`src/design/stp_pkg.sv`:
```
// Shared types, constants and character decoding for the timestamp parser.
package stp_pkg;

  localparam int unsigned ACC_W  = 32;
  localparam int unsigned K_W    = 10;
  localparam int unsigned PROD_W = ACC_W + K_W;
  localparam int unsigned TIME_W = 26;
  localparam int unsigned WGT_W  = 7;

  localparam logic [ACC_W-1:0]  ACC_SAT     = {ACC_W{1'b1}};
  localparam logic [ACC_W-1:0]  TIME_MAX_MS = ACC_W'(10 * 60 * 60 * 1000 - 6);
  localparam logic [K_W-1:0]    K_BASE60    = K_W'(60);
  localparam logic [K_W-1:0]    K_MS        = K_W'(1000);
  localparam logic [K_W-1:0]    K_DEC       = K_W'(10);
  localparam logic [WGT_W-1:0]  WGT_FIRST   = WGT_W'(100);
  localparam logic [WGT_W-1:0]  WGT_TENTH   = WGT_W'(10);
  localparam logic [WGT_W-1:0]  WGT_UNIT    = WGT_W'(1);

  localparam logic [7:0] CH_COLON = 8'h3A;
  localparam logic [7:0] CH_DOT   = 8'h2E;
  localparam logic [7:0] CH_COMMA = 8'h2C;
  localparam logic [7:0] CH_ZERO  = 8'h30;
  localparam logic [7:0] CH_NINE  = 8'h39;

  typedef enum logic [1:0] {
    KIND_NONE,
    KIND_COLON,
    KIND_DOT,
    KIND_DIGIT
  } kind_t;

  typedef enum logic [1:0] {
    MUL_TOTAL60,
    MUL_TOTAL1000,
    MUL_FIELD10,
    MUL_DIGIT_W
  } mul_sel_t;

  typedef enum logic [1:0] {
    ADD_TOTAL_FIELD,
    ADD_FIELD_DIGIT,
    ADD_TOTAL_FRAC,
    ADD_TOTAL_ONLY
  } add_sel_t;

  typedef struct packed {
    logic     load;
    logic     mul_en;
    mul_sel_t mul_sel;
    logic     add_en;
    add_sel_t add_sel;
    logic     set_frac;
    logic     out_load;
  } cmd_t;

  typedef struct packed {
    kind_t in_kind;
    logic  in_last;
    kind_t kind_q;
    logic  last_q;
    logic  in_fraction;
    logic  out_free;
  } stat_t;

  function automatic kind_t char_kind(input logic [7:0] c, input logic v);
    kind_t k;
    k = KIND_NONE;
    if (v) begin
      if (c == CH_COLON) begin
        k = KIND_COLON;
      end else if (c == CH_DOT || c == CH_COMMA) begin
        k = KIND_DOT;
      end else if (c >= CH_ZERO && c <= CH_NINE) begin
        k = KIND_DIGIT;
      end
    end
    return k;
  endfunction

endpackage

```
`src/design/stp_datapath.sv`:
```
// Accumulators, shared constant multiplier, saturating adder and result register.
module stp_datapath (
  input  logic                       clk,
  input  logic                       rst,
  input  logic [7:0]                 ch,
  input  logic                       ch_valid,
  input  logic                       last,
  input  stp_pkg::cmd_t              cmd,
  output stp_pkg::stat_t             stat,
  output logic                       out_valid,
  input  logic                       out_ready,
  output logic [stp_pkg::TIME_W-1:0] time_ms
);
  import stp_pkg::*;

  logic [ACC_W-1:0]  total_acc;
  logic [ACC_W-1:0]  field_acc;
  logic              in_fraction;
  logic [WGT_W-1:0]  frac_weight;
  kind_t             kind_q;
  logic              last_q;
  logic [3:0]        digit_q;
  logic [PROD_W-1:0] prod;

  logic [ACC_W-1:0]  mul_a;
  logic [K_W-1:0]    mul_k;
  logic [ACC_W-1:0]  prod_sat;
  logic [ACC_W-1:0]  addend;
  logic [ACC_W:0]    sum;
  logic [ACC_W-1:0]  sum_sat;
  logic [WGT_W-1:0]  weight_next;

  // The digit value of an ASCII digit is its low nibble.
  always_comb begin
    unique case (cmd.mul_sel)
      MUL_TOTAL60: begin
        mul_a = total_acc;
        mul_k = K_BASE60;
      end
      MUL_TOTAL1000: begin
        mul_a = total_acc;
        mul_k = K_MS;
      end
      MUL_FIELD10: begin
        mul_a = field_acc;
        mul_k = K_DEC;
      end
      MUL_DIGIT_W: begin
        mul_a = ACC_W'(ch[3:0]);
        mul_k = K_W'(frac_weight);
      end
      default: begin
        mul_a = total_acc;
        mul_k = K_BASE60;
      end
    endcase
  end

  assign prod_sat = (prod[PROD_W-1:ACC_W] != '0) ? ACC_SAT : prod[ACC_W-1:0];

  always_comb begin
    unique case (cmd.add_sel)
      ADD_TOTAL_FIELD: addend = field_acc;
      ADD_FIELD_DIGIT: addend = ACC_W'(digit_q);
      ADD_TOTAL_FRAC:  addend = total_acc;
      ADD_TOTAL_ONLY:  addend = '0;
      default:         addend = '0;
    endcase
  end

  assign sum     = {1'b0, prod_sat} + {1'b0, addend};
  assign sum_sat = sum[ACC_W] ? ACC_SAT : sum[ACC_W-1:0];

  always_comb begin
    priority if (frac_weight == WGT_FIRST) begin
      weight_next = WGT_TENTH;
    end else if (frac_weight == WGT_TENTH) begin
      weight_next = WGT_UNIT;
    end else begin
      weight_next = '0;
    end
  end

  always_ff @(posedge clk) begin
    if (cmd.mul_en) begin
      prod <= PROD_W'(mul_a) * PROD_W'(mul_k);
    end
    if (cmd.load) begin
      digit_q <= ch[3:0];
    end
  end

  always_ff @(posedge clk) begin
    if (rst) begin
      total_acc   <= '0;
      field_acc   <= '0;
      in_fraction <= 1'b0;
      frac_weight <= '0;
      kind_q      <= KIND_NONE;
      last_q      <= 1'b0;
    end else begin
      if (cmd.load) begin
        kind_q <= char_kind(ch, ch_valid);
        last_q <= last;
      end
      if (cmd.out_load) begin
        total_acc   <= '0;
        field_acc   <= '0;
        in_fraction <= 1'b0;
        frac_weight <= '0;
      end else begin
        if (cmd.add_en) begin
          unique case (cmd.add_sel)
            ADD_TOTAL_FIELD: begin
              total_acc <= sum_sat;
              field_acc <= '0;
            end
            ADD_FIELD_DIGIT: field_acc <= sum_sat;
            ADD_TOTAL_FRAC: begin
              total_acc   <= sum_sat;
              frac_weight <= weight_next;
            end
            ADD_TOTAL_ONLY: total_acc <= sum_sat;
            default: total_acc <= sum_sat;
          endcase
        end
        if (cmd.set_frac) begin
          in_fraction <= 1'b1;
          frac_weight <= WGT_FIRST;
        end
      end
    end
  end

  // Result register; it holds a word until the consumer takes it.
  always_ff @(posedge clk) begin
    if (rst) begin
      out_valid <= 1'b0;
    end else if (cmd.out_load) begin
      out_valid <= 1'b1;
    end else if (out_ready) begin
      out_valid <= 1'b0;
    end
  end

  always_ff @(posedge clk) begin
    if (cmd.out_load) begin
      time_ms <= (total_acc > TIME_MAX_MS) ? TIME_MAX_MS[TIME_W-1:0] : total_acc[TIME_W-1:0];
    end
  end

  assign stat.in_kind     = char_kind(ch, ch_valid);
  assign stat.in_last     = last;
  assign stat.kind_q      = kind_q;
  assign stat.last_q      = last_q;
  assign stat.in_fraction = in_fraction;
  assign stat.out_free    = !out_valid || out_ready;

endmodule

```
`src/design/stp_ctrl.sv`:
```
// Sequencer that steps the datapath through multiply and add phases per character.
module stp_ctrl (
  input  logic           clk,
  input  logic           rst,
  input  logic           in_valid,
  output logic           in_ready,
  input  stp_pkg::stat_t stat,
  output stp_pkg::cmd_t  cmd
);
  import stp_pkg::*;

  typedef enum logic [10:0] {
    S_IDLE     = 11'b00000000001,
    S_FOLD_ADD = 11'b00000000010,
    S_K_MUL    = 11'b00000000100,
    S_K_ADD    = 11'b00000001000,
    S_DIG_ADD  = 11'b00000010000,
    S_FRAC_ADD = 11'b00000100000,
    S_END      = 11'b00001000000,
    S_E_ADD    = 11'b00010000000,
    S_E_KMUL   = 11'b00100000000,
    S_E_KADD   = 11'b01000000000,
    S_FINISH   = 11'b10000000000
  } state_t;

  state_t state;
  state_t state_next;
  state_t after_char;

  assign after_char = stat.last_q ? S_END : S_IDLE;
  assign in_ready   = (state == S_IDLE);

  always_comb begin
    cmd        = '0;
    state_next = state;
    unique case (state)
      S_IDLE: begin
        if (in_valid) begin
          cmd.load = 1'b1;
          unique case (stat.in_kind)
            KIND_COLON, KIND_DOT: begin
              cmd.mul_en  = 1'b1;
              cmd.mul_sel = MUL_TOTAL60;
              state_next  = S_FOLD_ADD;
            end
            KIND_DIGIT: begin
              cmd.mul_en  = 1'b1;
              cmd.mul_sel = stat.in_fraction ? MUL_DIGIT_W : MUL_FIELD10;
              state_next  = stat.in_fraction ? S_FRAC_ADD : S_DIG_ADD;
            end
            default: begin
              state_next = stat.in_last ? S_END : S_IDLE;
            end
          endcase
        end
      end
      S_FOLD_ADD: begin
        cmd.add_en  = 1'b1;
        cmd.add_sel = ADD_TOTAL_FIELD;
        state_next  = (stat.kind_q == KIND_DOT) ? S_K_MUL : after_char;
      end
      S_K_MUL: begin
        cmd.mul_en  = 1'b1;
        cmd.mul_sel = MUL_TOTAL1000;
        state_next  = S_K_ADD;
      end
      S_K_ADD: begin
        cmd.add_en   = 1'b1;
        cmd.add_sel  = ADD_TOTAL_ONLY;
        cmd.set_frac = 1'b1;
        state_next   = after_char;
      end
      S_DIG_ADD: begin
        cmd.add_en  = 1'b1;
        cmd.add_sel = ADD_FIELD_DIGIT;
        state_next  = after_char;
      end
      S_FRAC_ADD: begin
        cmd.add_en  = 1'b1;
        cmd.add_sel = ADD_TOTAL_FRAC;
        state_next  = after_char;
      end
      // Without a fraction the open field still has to be folded and scaled.
      S_END: begin
        if (stat.in_fraction) begin
          state_next = S_FINISH;
        end else begin
          cmd.mul_en  = 1'b1;
          cmd.mul_sel = MUL_TOTAL60;
          state_next  = S_E_ADD;
        end
      end
      S_E_ADD: begin
        cmd.add_en  = 1'b1;
        cmd.add_sel = ADD_TOTAL_FIELD;
        state_next  = S_E_KMUL;
      end
      S_E_KMUL: begin
        cmd.mul_en  = 1'b1;
        cmd.mul_sel = MUL_TOTAL1000;
        state_next  = S_E_KADD;
      end
      S_E_KADD: begin
        cmd.add_en  = 1'b1;
        cmd.add_sel = ADD_TOTAL_ONLY;
        state_next  = S_FINISH;
      end
      S_FINISH: begin
        if (stat.out_free) begin
          cmd.out_load = 1'b1;
          state_next   = S_IDLE;
        end
      end
      default: state_next = S_IDLE;
    endcase
  end

  always_ff @(posedge clk) begin
    if (rst) begin
      state <= S_IDLE;
    end else begin
      state <= state_next;
    end
  end

endmodule

```
`src/design/subtitle_timestamp_parser_core.sv`:
```
// Top level of the timestamp text parser: controller plus datapath.
//
//   channel  | handshake            | payload
//   ---------+----------------------+-------------------------
//   input    | in_valid / in_ready  | ch[7:0], ch_valid, last
//   output   | out_valid / out_ready| time_ms[25:0]
//
// A digit or colon word is a multiply then a saturating add through the one constant
// multiplier; a dot or comma adds a x1000 pair; an ignored character is just taken.
// A last word then runs S_END, without a fraction S_E_ADD to S_E_KADD, and S_FINISH.
// Reset clears all accumulators; they are cleared again after every result.
// A result waits in its own register; only a second result stalls on out_ready.
module subtitle_timestamp_parser_core (
  input  logic                       clk,
  input  logic                       rst,
  input  logic                       in_valid,
  output logic                       in_ready,
  input  logic [7:0]                 ch,
  input  logic                       ch_valid,
  input  logic                       last,
  output logic                       out_valid,
  input  logic                       out_ready,
  output logic [stp_pkg::TIME_W-1:0] time_ms
);
  import stp_pkg::*;

  cmd_t  cmd;
  stat_t stat;

  stp_ctrl u_ctrl (
    .clk      (clk),
    .rst      (rst),
    .in_valid (in_valid),
    .in_ready (in_ready),
    .stat     (stat),
    .cmd      (cmd)
  );

  stp_datapath u_datapath (
    .clk       (clk),
    .rst       (rst),
    .ch        (ch),
    .ch_valid  (ch_valid),
    .last      (last),
    .cmd       (cmd),
    .stat      (stat),
    .out_valid (out_valid),
    .out_ready (out_ready),
    .time_ms   (time_ms)
  );

endmodule
```
`config.mk`:
```
export PLATFORM = sky130hd
export DESIGN_NAME = subtitle_timestamp_parser_core
export DESIGN_NICKNAME = d
export VERILOG_FILES = /design/src/design/stp_pkg.sv /design/src/design/stp_datapath.sv /design/src/design/stp_ctrl.sv /design/src/design/subtitle_timestamp_parser_core.sv
export SDC_FILE = /design/constraint.sdc
export NUM_CORES = 1
export LEC_CHECK = 0
export ABC_CLOCK_PERIOD_IN_PS = 9200
export BUFFER_PORTS_ARGS = -buffer_cell sky130_fd_sc_hd__buf_2
export CAP_MARGIN = 20
export CORE_UTILIZATION = 33
export CTS_BUF_LIST = sky130_fd_sc_hd__clkbuf_8 sky130_fd_sc_hd__clkbuf_16
export CTS_CLUSTER_SIZE = 20
export DETAILED_ROUTE_END_ITERATION = 16
export PLACE_DENSITY = 0.51
export SYNTH_ARGS = -nofsm -noshare
export SYNTH_HDL_FRONTEND = slang
export SYNTH_HIERARCHICAL = 1
export SYNTH_SLANG_ARGS = --single-unit
```
`constraint.sdc`:
```
create_clock -name clk -period 9.2 [get_ports clk]
set_input_delay 0 -clock clk [delete_from_list [all_inputs] [get_ports clk]]
set_output_delay 0 -clock clk [all_outputs]
set_load 0.1 [all_outputs]
```
## Word-level counts from Yosys, hierarchy flattened

Cells that the tools add are included.
Widths: inputs -> output; s select.

- Register bits after elaboration: 159
- Input port bits: 14
- Output and inout port bits: 28
- Word-level logic and storage cells: 106

- Add/sub/neg operators: 1
- Multipliers: 1
- Magnitude comparators: 3
- Equality and inequality tests: 28
- Mux-type cells: 36
- Reductions and logical operators: 25

Operator list:

| cell | count |
|---|---|
| $pmux 32 s4 | 1 |
| $pmux 11 s9 | 1 |
| $pmux 32 s3 | 1 |
| $mux 32 | 2 |
| $pmux 32 s2 | 1 |
| $mux 11 | 4 |
| $mul 32x10->42 | 1 |
| $mux 7 | 6 |
| $pmux 10 s4 | 1 |
| $add 32x32->33 | 1 |
| $gt 32x26->1 const B | 1 |
| $eq 8x6->1 const B | 3 |
| $pmux 11 s2 | 1 |
| $eq 2x2->1 const B | 7 |
| $pmux 3 s4 | 1 |
| $reduce_or 2->1 | 6 |
| $eq 11x1->1 const B | 1 |
| $eq 11x10->1 const B | 1 |
| $eq 11x11->1 const B | 1 |
| $eq 11x2->1 const B | 1 |
| $eq 11x3->1 const B | 1 |
| $eq 11x4->1 const B | 1 |
| $eq 11x5->1 const B | 1 |
| $eq 11x6->1 const B | 1 |
| 24 further kinds | 48 |

## Longest topological paths before layout

Gate-level depths: netlist (run 1).

- Depth in word-level cells: 15
- Mapped depth: 32
- Mapped depth without buffers: 29

## By module

Netlist (run 1), hierarchy kept.

Modules (own cells, without submodules):

| module | times used | cells an instance | area an instance (um^2) | seq. area each (um^2) |
|---|---|---|---|---|
| stp_datapath | 1 | 1,901 | 17,136.4 | 3,603.5 |
| stp_ctrl | 1 | 97 | 815.8 | 220.2 |

## Worst setup path before layout (run 1)

No wires, ideal clock.

- Path kind: flip-flop to flip-flop
- From: register u_ctrl.state[1]
- To: register u_datapath.prod[41] (data pin)
- Setup time: 0.174 ns
- Arrival time: 7.388 ns
- Data required time: 9.026 ns
- Setup slack: 1.638 ns
- Cell stages (with the launch flop): 30
- Path buffers: 5
- Clock period less this slack: 7.562 ns
- Cells stage by stage: dfxtp_1 buf_2 nor4_1 and4_1 buf_6 and3_1 clkbuf_1 clkinv_1 nor2_1 clkbuf_1 a21oi_1 fa_1 inv_1 fa_1 fa_1 fa_1 inv_1 fa_1 inv_1 ha_1 clkbuf_1 a21oi_1 o221ai_1 or3_1 o21ai_0 a21oi_2 a31oi_1 o21a_1 o21a_1 a311oi_1

RTL lines:

| item | RTL line | RTL |
|---|---|---|
| from (decl) | stp_ctrl.sv:26 | `state_t state;` |
| from (signal assigned) | stp_ctrl.sv:122 | `state <= state_next;` |
| to (signal assigned) | stp_datapath.sv:86 | `prod <= PROD_W'(mul_a) * PROD_W'(mul_k);` |
| to (decl) | stp_datapath.sv:23 | `logic [PROD_W-1:0] prod;` |

==> results.ini, run 1 <==
[logic_synthesis]
ys_seq_area_share_pct = 21.3
yosys.area_share.adder_pct = 33.4
synthTopCellsByArea = fa_1, edfxtp_1, dfxtp_1
syn_area_sq_um = 18000
syn_avg_cell_area_sq_um = 8.99
synth_top_family_by_area = adder cells
synth-edff-count = 72
synthSimpleGateAreaFrac_pct = 16.4
synth-seq-cells = 155
ys_dominant_reg_cell = dfxtp_1
synth_compound_area_share_pct = 14.5
synthCells = 1998
synth_top_area_share_pct = 25.2
synthArstFlopShare_pct = 0
synth.area.mux_share_pct = 2.01
synth_xor_area_share_pct = 4.05
synth.distinct_cells = 97
synth-warning-count = 6
synth_top_area_cell = fa_1

[die]
die_y_um = 235
num_rows = 85
die-area_sq_um = 55300
pin_count = 42
dieWidth_um = 235
core_sq_um = 53800
initial_core_util_pct = 33.4

[power]
power.density_nw_per_um2 = 82.9
peakVddDrop_mv = 0.113
power.total_w = 0.00163
leakage_nw = 9.93

[worst_setup_path]
arrival_ns = 8.48
ff2ff_path_depth = 25
endpoint_kind = flip-flop
critPathLaunchType = flip-flop
regToRegStartpoint = u_ctrl/state[1]
worstPathMaxFanout = 46
r2r-end = u_datapath/prod[41]
crit_required_ns = 9.50
regToRegSetupSlack_ns = 1.02
slowest_stage = fa_1
cp_slowest_stage_delay_ns = 0.57
critical_path_class = flip-flop to flip-flop
crit_path_frequent_cell = fa_1

[min_path]
hold_end = u_datapath/kind_q[0]
hold_start = ch[4]
hold_path.class = primary input to flip-flop
whs_path_depth = 5

[timing]
setup_viol = 0
fmax_ghz = 0.122
worst_clock_skew_ns = 0.0146
post-route-min-period_ns = 8.18
finalSetupTns_ns = 0
hold_viol = 0
worst_pin_slew_ns = 0.919
grt_setup_unrepaired = false
final_max_slew_viol_count = 0
slew_headroom_pct = 38.7
post-route-period-util_pct = 88.9

[detailed_routing]
wire_per_inst_um = 18.1
dr.pass1.iters = 5
ant_nets = 0
vias = 13712
via_per_inst = 5.02
routed_wl_um = 49500
drt-initial-drc-count = 724
drc_errors = 0

[clock_tree]
cts_root_buf = clkbuf_16
clockBufferDepth = 2
cts_made_buffers = 17
insertion_delay_ns = 0.49
clkTransAtPathRegs_ns = 0.08
tritoncts = done
cts_htree_levels = 4
clkSinkCount = 155

[global_routing]
grt.total_usage_pct = 18.7
grt_start_max_net_pins = 47
grt_pass1_vias = 14305
gr-total-overflow = 0
grt_pass1_wl_um = 80300
antenna_found_initial = 2

[place]
post-place-cells = 2690
gp_congestion = 0.858
placedInstanceArea_sq_um = 18900
io_buffers = 41
dp_hpwl_um = 40000

[final_layout]
stdcell_area_sq_um = 19600
fill_cells = 5559
drive_above_1_share_pct = 8.49
syn_to_final_growth_pct = 9.38
stdcell_count = 2734
antennaDiodeCount = 0
multi_input_area_sq_um = 12800
final_common_cell = inv_1
seqCellArea_sq_um = 3820
layout.nets = 2383
final_cell_mix = inv_1, fa_1, nand2_1, a21oi_1, nor2_1

[run]
maxCapViolCount = 0

[run_status]
status = finished clean

-- registers in the layout (all words and copies together) (netlist names) --
signal / cells
u_datapath/frac_weight: 3
u_datapath/prod: 42
u_datapath/out_valid: 1
u_ctrl/state: 11
u_datapath/in_fraction: 1
u_datapath/field_acc: 32
u_datapath/last_q: 1
u_datapath/time_ms: 26
u_datapath/digit_q: 4
u_datapath/kind_q: 2
u_datapath/total_acc: 32
-- cell type report --
type,instances,share of cell area (%)
clock inverter,15,0.886
multi-input combinational,1489,65.1
tap,696,4.43
inverter,291,5.56
clock buffer,17,2.17
sequential,155,19.5
timing repair buffer,71,2.34
-- what timing repair did --
action / 4_1_cts / 5_1_grt
hold endpoints to repair: 17 / 0
setup buffers: 0 / 0
hold buffers: 12 / 0
resized for setup: 0 / 0
-- critical path, delay by kind of cell (launching register included) --
kind                     cells  cell delay (ns)
adder cells (fa/ha/maj)      6             3.06
AND/OR/NAND/NOR              5             1.61
flip-flops                   1             0.41
AO/OA/AOI/OAI                9             1.86
buffers and inverters        5             0.99
-- synth_stat cells, drive strengths merged, types with 3 or more instances --
| cell type | count |
|---|---|
| inv | 290 |
| buf | 18 |
| nand3b | 3 |
| or3 | 9 |
| a21oi | 157 |
| a221oi | 3 |
| fa | 226 |
| o221ai | 4 |
| a31o | 3 |
| xor2 | 26 |
| edfxtp | 72 |
| dfxtp | 83 |
| or4 | 3 |
| o21ai | 103 |
| nor3 | 11 |
| a22o | 5 |
| nand3 | 29 |
| a211oi | 6 |
| nand4 | 7 |
| xnor2 | 57 |
| nand2 | 162 |
| o21a | 16 |
| nor4 | 9 |
| a211o | 3 |
| mux2i | 35 |
| o31ai | 4 |
| a31oi | 12 |
| ha | 118 |
| a21o | 54 |
| o21bai | 7 |
| and2 | 41 |
| nor2b | 67 |
| nor4b | 8 |
| nand2b | 16 |
| o211ai | 6 |
| nor2 | 136 |
| a32oi | 3 |
| or2 | 46 |
| o22ai | 4 |
| and3 | 16 |
| a21boi | 3 |
| clkbuf | 71 |
| and4 | 5 |
-- cells by family (layout without fill, tap and decap cells) --
group / Yosys count / count (layout)
muxes: 36 / 36
xor gates and xnor gates: 83 / 83
buffers and inverters: 380 / 394
other: 2 / 28
adders and majority gates: 344 / 344
AOI/OAI and AO/OA: 418 / 418
and+or+nand+nor: 580 / 580
DFF: 155 / 155
-- through the flow --
stage	util [%]	worst slack [ns]	hold slack (ns)
after detailed placement	35.2	1.03	0.275
after global placement	35.2	1.14	0.264
after global routing	36.5	0.519	0.0458
after floorplan	-	1.64	0.0691
after CTS	36.5	0.998	0.00199
final	36.5	1.02	0.0374
-- routing by layer --
metal / global-route usage [%] / wire length, um / part of all wire [%] / vias to the layer above
li1: - / - / - / 6626
met1: 24.6 / 22200 / 45 / 6777
met2: 32.1 / 24600 / 50 / 253
met3: 2.65 / 1710 / 3.5 / 56
met4: 4.91 / 904 / 1.8 / 0
met5: 0 / 0 / 0 / -
-- power breakdown --
group | leakage [nW] | switching (W) | internal (W)
combinational | 8.34 | 0.0000953 | 0.0000549
sequential | 1.29 | 0.00000634 | 0.000730
clock | 0.294 | 0.000375 | 0.000367
-- worst max-delay path by stage --
stage | endpoint | slack (ns) | from | cells after the start
6_report | u_datapath/prod[41] | 1.02 | u_ctrl/state[1] | 25
3_3_place_gp | u_datapath/prod[41] | 1.14 | u_ctrl/state[1] | 25
3_5_place_dp | u_datapath/prod[41] | 1.03 | u_ctrl/state[1] | 25
5_1_grt | u_datapath/prod[41] | 0.52 | u_ctrl/state[1] | 25
2_1_floorplan | u_datapath/prod[41] | 1.64 | u_ctrl/state[1] | 29
4_1_cts | u_datapath/prod[41] | 1.0 | u_ctrl/state[1] | 25
Power figures use the tool's default switching activity.
==> run 2, diff against run 1 <==
--- a/config.mk
+++ b/config.mk
@@ -16,4 +16,3 @@
 export SYNTH_ARGS = -nofsm -noshare
 export SYNTH_HDL_FRONTEND = slang
-export SYNTH_HIERARCHICAL = 1
 export SYNTH_SLANG_ARGS = --single-unit
==> constraint.sdc (replaced) <==
create_clock -name clk -period 9.2 [get_ports clk]
set_input_delay 0 -clock clk [delete_from_list [all_inputs] [get_ports clk]]
set_output_delay 0 -clock clk [all_outputs]
set_load 0.01 [all_outputs]
==> run 2 against run 1 <==
  * Final cell count up 3.0%
  * Via count grew 6.5%
  * Area after synthesis is 1.2% higher
  * Total power decreased by 1.3%
  * Flip-flop and latch count unchanged
  * Global-route usage up 1.5 points
  * Clock power is 2% lower
  * Combinational power fell by 6%
  * Clock-buffer cell count did not move
  * Sequential power about the same
  * Critical endpoint is now u_datapath.prod[35]
==> results.ini, run 2 <==
[detailed_routing]
drt-initial-drc-count = 1059  ; +46%
dr.pass1.iters = 5  ; unchanged
vias = 14600  ; +6.5%
via_per_inst = 5.18  ; +3.4%
ant_nets = 0  ; unchanged
drc_errors = 0  ; unchanged
wire_per_inst_um = 18.8  ; +4.1%
routed_wl_um = 53000  ; +7.2%

[logic_synthesis]
syn_avg_cell_area_sq_um = 8.75  ; -2.6%
synth-edff-count = 72  ; unchanged
synth-seq-cells = 155  ; unchanged
synthTopCellsByArea = fa_1, edfxtp_1, dfxtp_1
synth_top_area_cell = fa_1
syn_area_sq_um = 18200  ; +1.2%
ys_seq_area_share_pct = 21.0  ; -0.25 points
synthArstFlopShare_pct = 0  ; unchanged
synth_most_common_cell = inv_1
synth-warning-count = 0  ; -6
synth.distinct_cells = 92  ; -5.2%
synthCells = 2077  ; +4.0%
yosys-top-cells-count = inv_1, nand2_1, fa_1
synth_top_area_share_pct = 26.0  ; +0.80 points
ys_dominant_reg_cell = dfxtp_1

[final_layout]
largest_register = u_datapath.prod
final_cell_mix = inv_1, nand2_1, fa_1, a21oi_1, nor2_1
antennaDiodeCount = 0  ; unchanged
drive_above_1_share_pct = 8.73  ; +0.24 points
syn_to_final_growth_pct = 9.50
final_util_pct = 36.8  ; +0.26 points
reg_top3 = u_datapath.prod: 42 flops, u_datapath.field_acc: 32 flops, u_datapath.total_acc: 32 flops
layout.nets = 2472  ; +3.7%
final_common_cell = inv_1
multi_input_area_sq_um = 13000  ; +2.0%
seqCellArea_sq_um = 3820  ; unchanged
fill_cells = 5541  ; -0.32%
stdcell_count = 2816  ; +3.0%
largest_reg_flops = 42  ; unchanged

[worst_setup_path]
critical_path_class = flip-flop to flip-flop
cp.depth = 25  ; unchanged
critPathLaunchType = flip-flop
cp_slowest_stage_delay_ns = 0.56  ; about the same
crit_required_ns = 9.44  ; -0.06 ns
worstPathBufferInverterCount = 4  ; -1
arrival_ns = 8.56  ; +0.08 ns
crit_path_frequent_cell = fa_1
crit_family = adder cells
worstPathMaxFanout = 24  ; -48%
ff2ff_path_depth = 25  ; unchanged
slowest_stage = fa_1
endpoint_kind = flip-flop

[timing]
slew_headroom_pct = 34.8  ; -3.9 points
setup_viol = 0  ; unchanged
post-route-min-period_ns = 8.32  ; +0.140 ns
post-route-period-util_pct = 90.4  ; +1.5 points
worst_pin_slew_ns = 0.967  ; +0.0478 ns
hold_viol = 0  ; unchanged
worst_clock_skew_ns = 0.0178  ; +0.00322 ns
fmax_ghz = 0.120  ; -1.7%
final_max_slew_viol_count = 0  ; unchanged
finalSetupTns_ns = 0  ; unchanged
grt_setup_unrepaired = false

[place]
gp_congestion = 0.894  ; +4.1%
io_buffers = 41  ; unchanged
dp_hpwl_um = 42700  ; +6.9%
post-place-cells = 2769  ; +2.9%

[power]
power.density_nw_per_um2 = 80.8  ; -2.6%
seq_power_share_pct = 45.9  ; +0.7 points
leakage_nw = 9.77  ; -1.6%
clockPowerShare_pct = 45.4  ; about the same
pwr-share-comb_pct = 8.7  ; -0.5 points
peakVddDrop_mv = 0.116  ; +1.9%
p_sw_share_pct = 28.7  ; -0.61 points
p_switching_w = 0.000461  ; -3.3%
internal-power_w = 0.00115  ; -0.45%

[global_routing]
antenna_found_initial = 0  ; -2
grt_pass1_wl_um = 87100  ; +8.5%
grt.total_usage_pct = 20.2  ; +1.5 points
grt_start_max_net_pins = 48  ; +2.1%
grt_pass1_vias = 14958  ; +4.6%
gr-total-overflow = 0  ; unchanged

[min_path]
hold_path.class = primary input to flip-flop
whs_path_depth = 5  ; unchanged

[clock_tree]
cts_resized = 0  ; unchanged
insertion_delay_ns = 0.49  ; about the same
tritoncts = done
cts_root_buf = clkbuf_16
postCtsHoldBufs = 14  ; +2
cts_setup_buffers = 0  ; unchanged
clkSinkCount = 155  ; unchanged
cts_made_buffers = 17  ; unchanged
clockBufferDepth = 2  ; unchanged
cts_htree_levels = 4  ; unchanged
clkTransAtPathRegs_ns = 0.07  ; about the same

[die]
dieWidth_um = 237  ; +0.60%
die-area_sq_um = 56000  ; +1.2%
core_sq_um = 54100  ; +0.59%
die_y_um = 237  ; +0.60%
initial_core_util_pct = 33.6  ; +0.20 points
pin_count = 42  ; unchanged
num_rows = 85  ; unchanged

[run_status]
status = finished clean

[run]
maxCapViolCount = 0  ; unchanged

[run 2: cell types whose count changed after synthesis, moves of 18 or more]
cell / previous run / this run
mux2i_1: 35 / 1
inv_1: 290 / 272
a21o_1: 53 / 35
buf_2: 3 / 25
nor2b_1: 67 / 34
nand2_1: 161 / 256
nand3_1: 29 / 67
[run 2: power groups by stage]
stage	Combinational (W)	Clock (W)	Sequential, W
6_report	0.000141	0.000729	0.000737
5_1_grt	0.000160	0.000777	0.000738
4_1_cts	0.000141	0.000750	0.000737
3_5_place_dp	0.000135	0	0.000753
3_3_place_gp	0.000135	0	0.000753
2_1_floorplan	0.000102	0	0.000749
[run 2: cell type report]
type | instances | share of cell area, %
multi-input cells | 1580 | 65.6
well taps | 696 | 4.38
clock buffers | 17 | 2.14
clock inverters | 15 | 0.836
flip-flops and latches | 155 | 19.2
inverters | 273 | 5.15
repair buffers | 80 | 2.70
[run 2: metrics by stage]
step / power [W] / hold WS, ns / cell area, sq um / setup slack, ns
6_report: 0.00161 / 0.272 / 19900 / 0.880
5_1_grt: 0.00167 / 0.267 / 19900 / 0.288
4_1_cts: 0.00163 / 0.244 / 19900 / 0.869
3_5_place_dp: 0.000888 / 0.249 / 19100 / 0.949
3_3_place_gp: 0.000888 / 0.239 / 19100 / 1.02
2_1_floorplan: 0.000851 / 0.0989 / 18300 / 1.90
[run 2: layer usage]
layer	global-route usage, %	up-vias	part of all wire (%)
met1	30.2	7219	49
li1	-	6946	-
met2	29.5	385	43
met5	0	-	0
met3	3.84	50	6.5
met4	5.23	0	1.7
[run 2: path summary, 6_finish.rpt]
kind / slack, ns / to / start
setup / recovery: 0.88 / u_datapath.prod[35] / u_ctrl.state[1]
hold / removal: 0.27 / u_ctrl.state[4] / ch[7]
setup reg to reg: 0.88 / u_datapath.prod[35] / u_ctrl.state[1]
hold reg to reg: 0.49 / u_datapath.field_acc[2] / u_datapath.field_acc[2]
[run 2: kinds of logic after synthesis]
kind of cell / after synthesis / share of synthesized area (%)
simple gates: 703 / 19.0
flops: 155 / 21.0
other cells: 2 / 0.0413
buf+inv: 368 / 7.82
compound gates: 433 / 15.0
xor+xnor: 63 / 3.04
fa+ha+maj: 351 / 33.9
mux: 2 / 0.117
[run 2: worst reg2reg max path, stage by stage, from the launching register on]
cell and delay [ns]:
dfxtp_1 0.42, nor4_4 0.41, and4_1 0.39, nand2_1 0.19, inv_2 0.19, nand2_1 0.29
buf_4 0.35, a211o_1 0.25, o21ai_1 0.26, nor2_1 0.15, fa_1 0.50, fa_1 0.52
fa_1 0.54, fa_1 0.56, inv_1 0.06, fa_1 0.54, inv_1 0.05, ha_1 0.37
a21o_1 0.22, o2bb2ai_1 0.13, o31a_1 0.30, or4_4 0.52, a221oi_4 0.31, o211ai_2 0.19
a41o_1 0.27, o211a_1 0.10
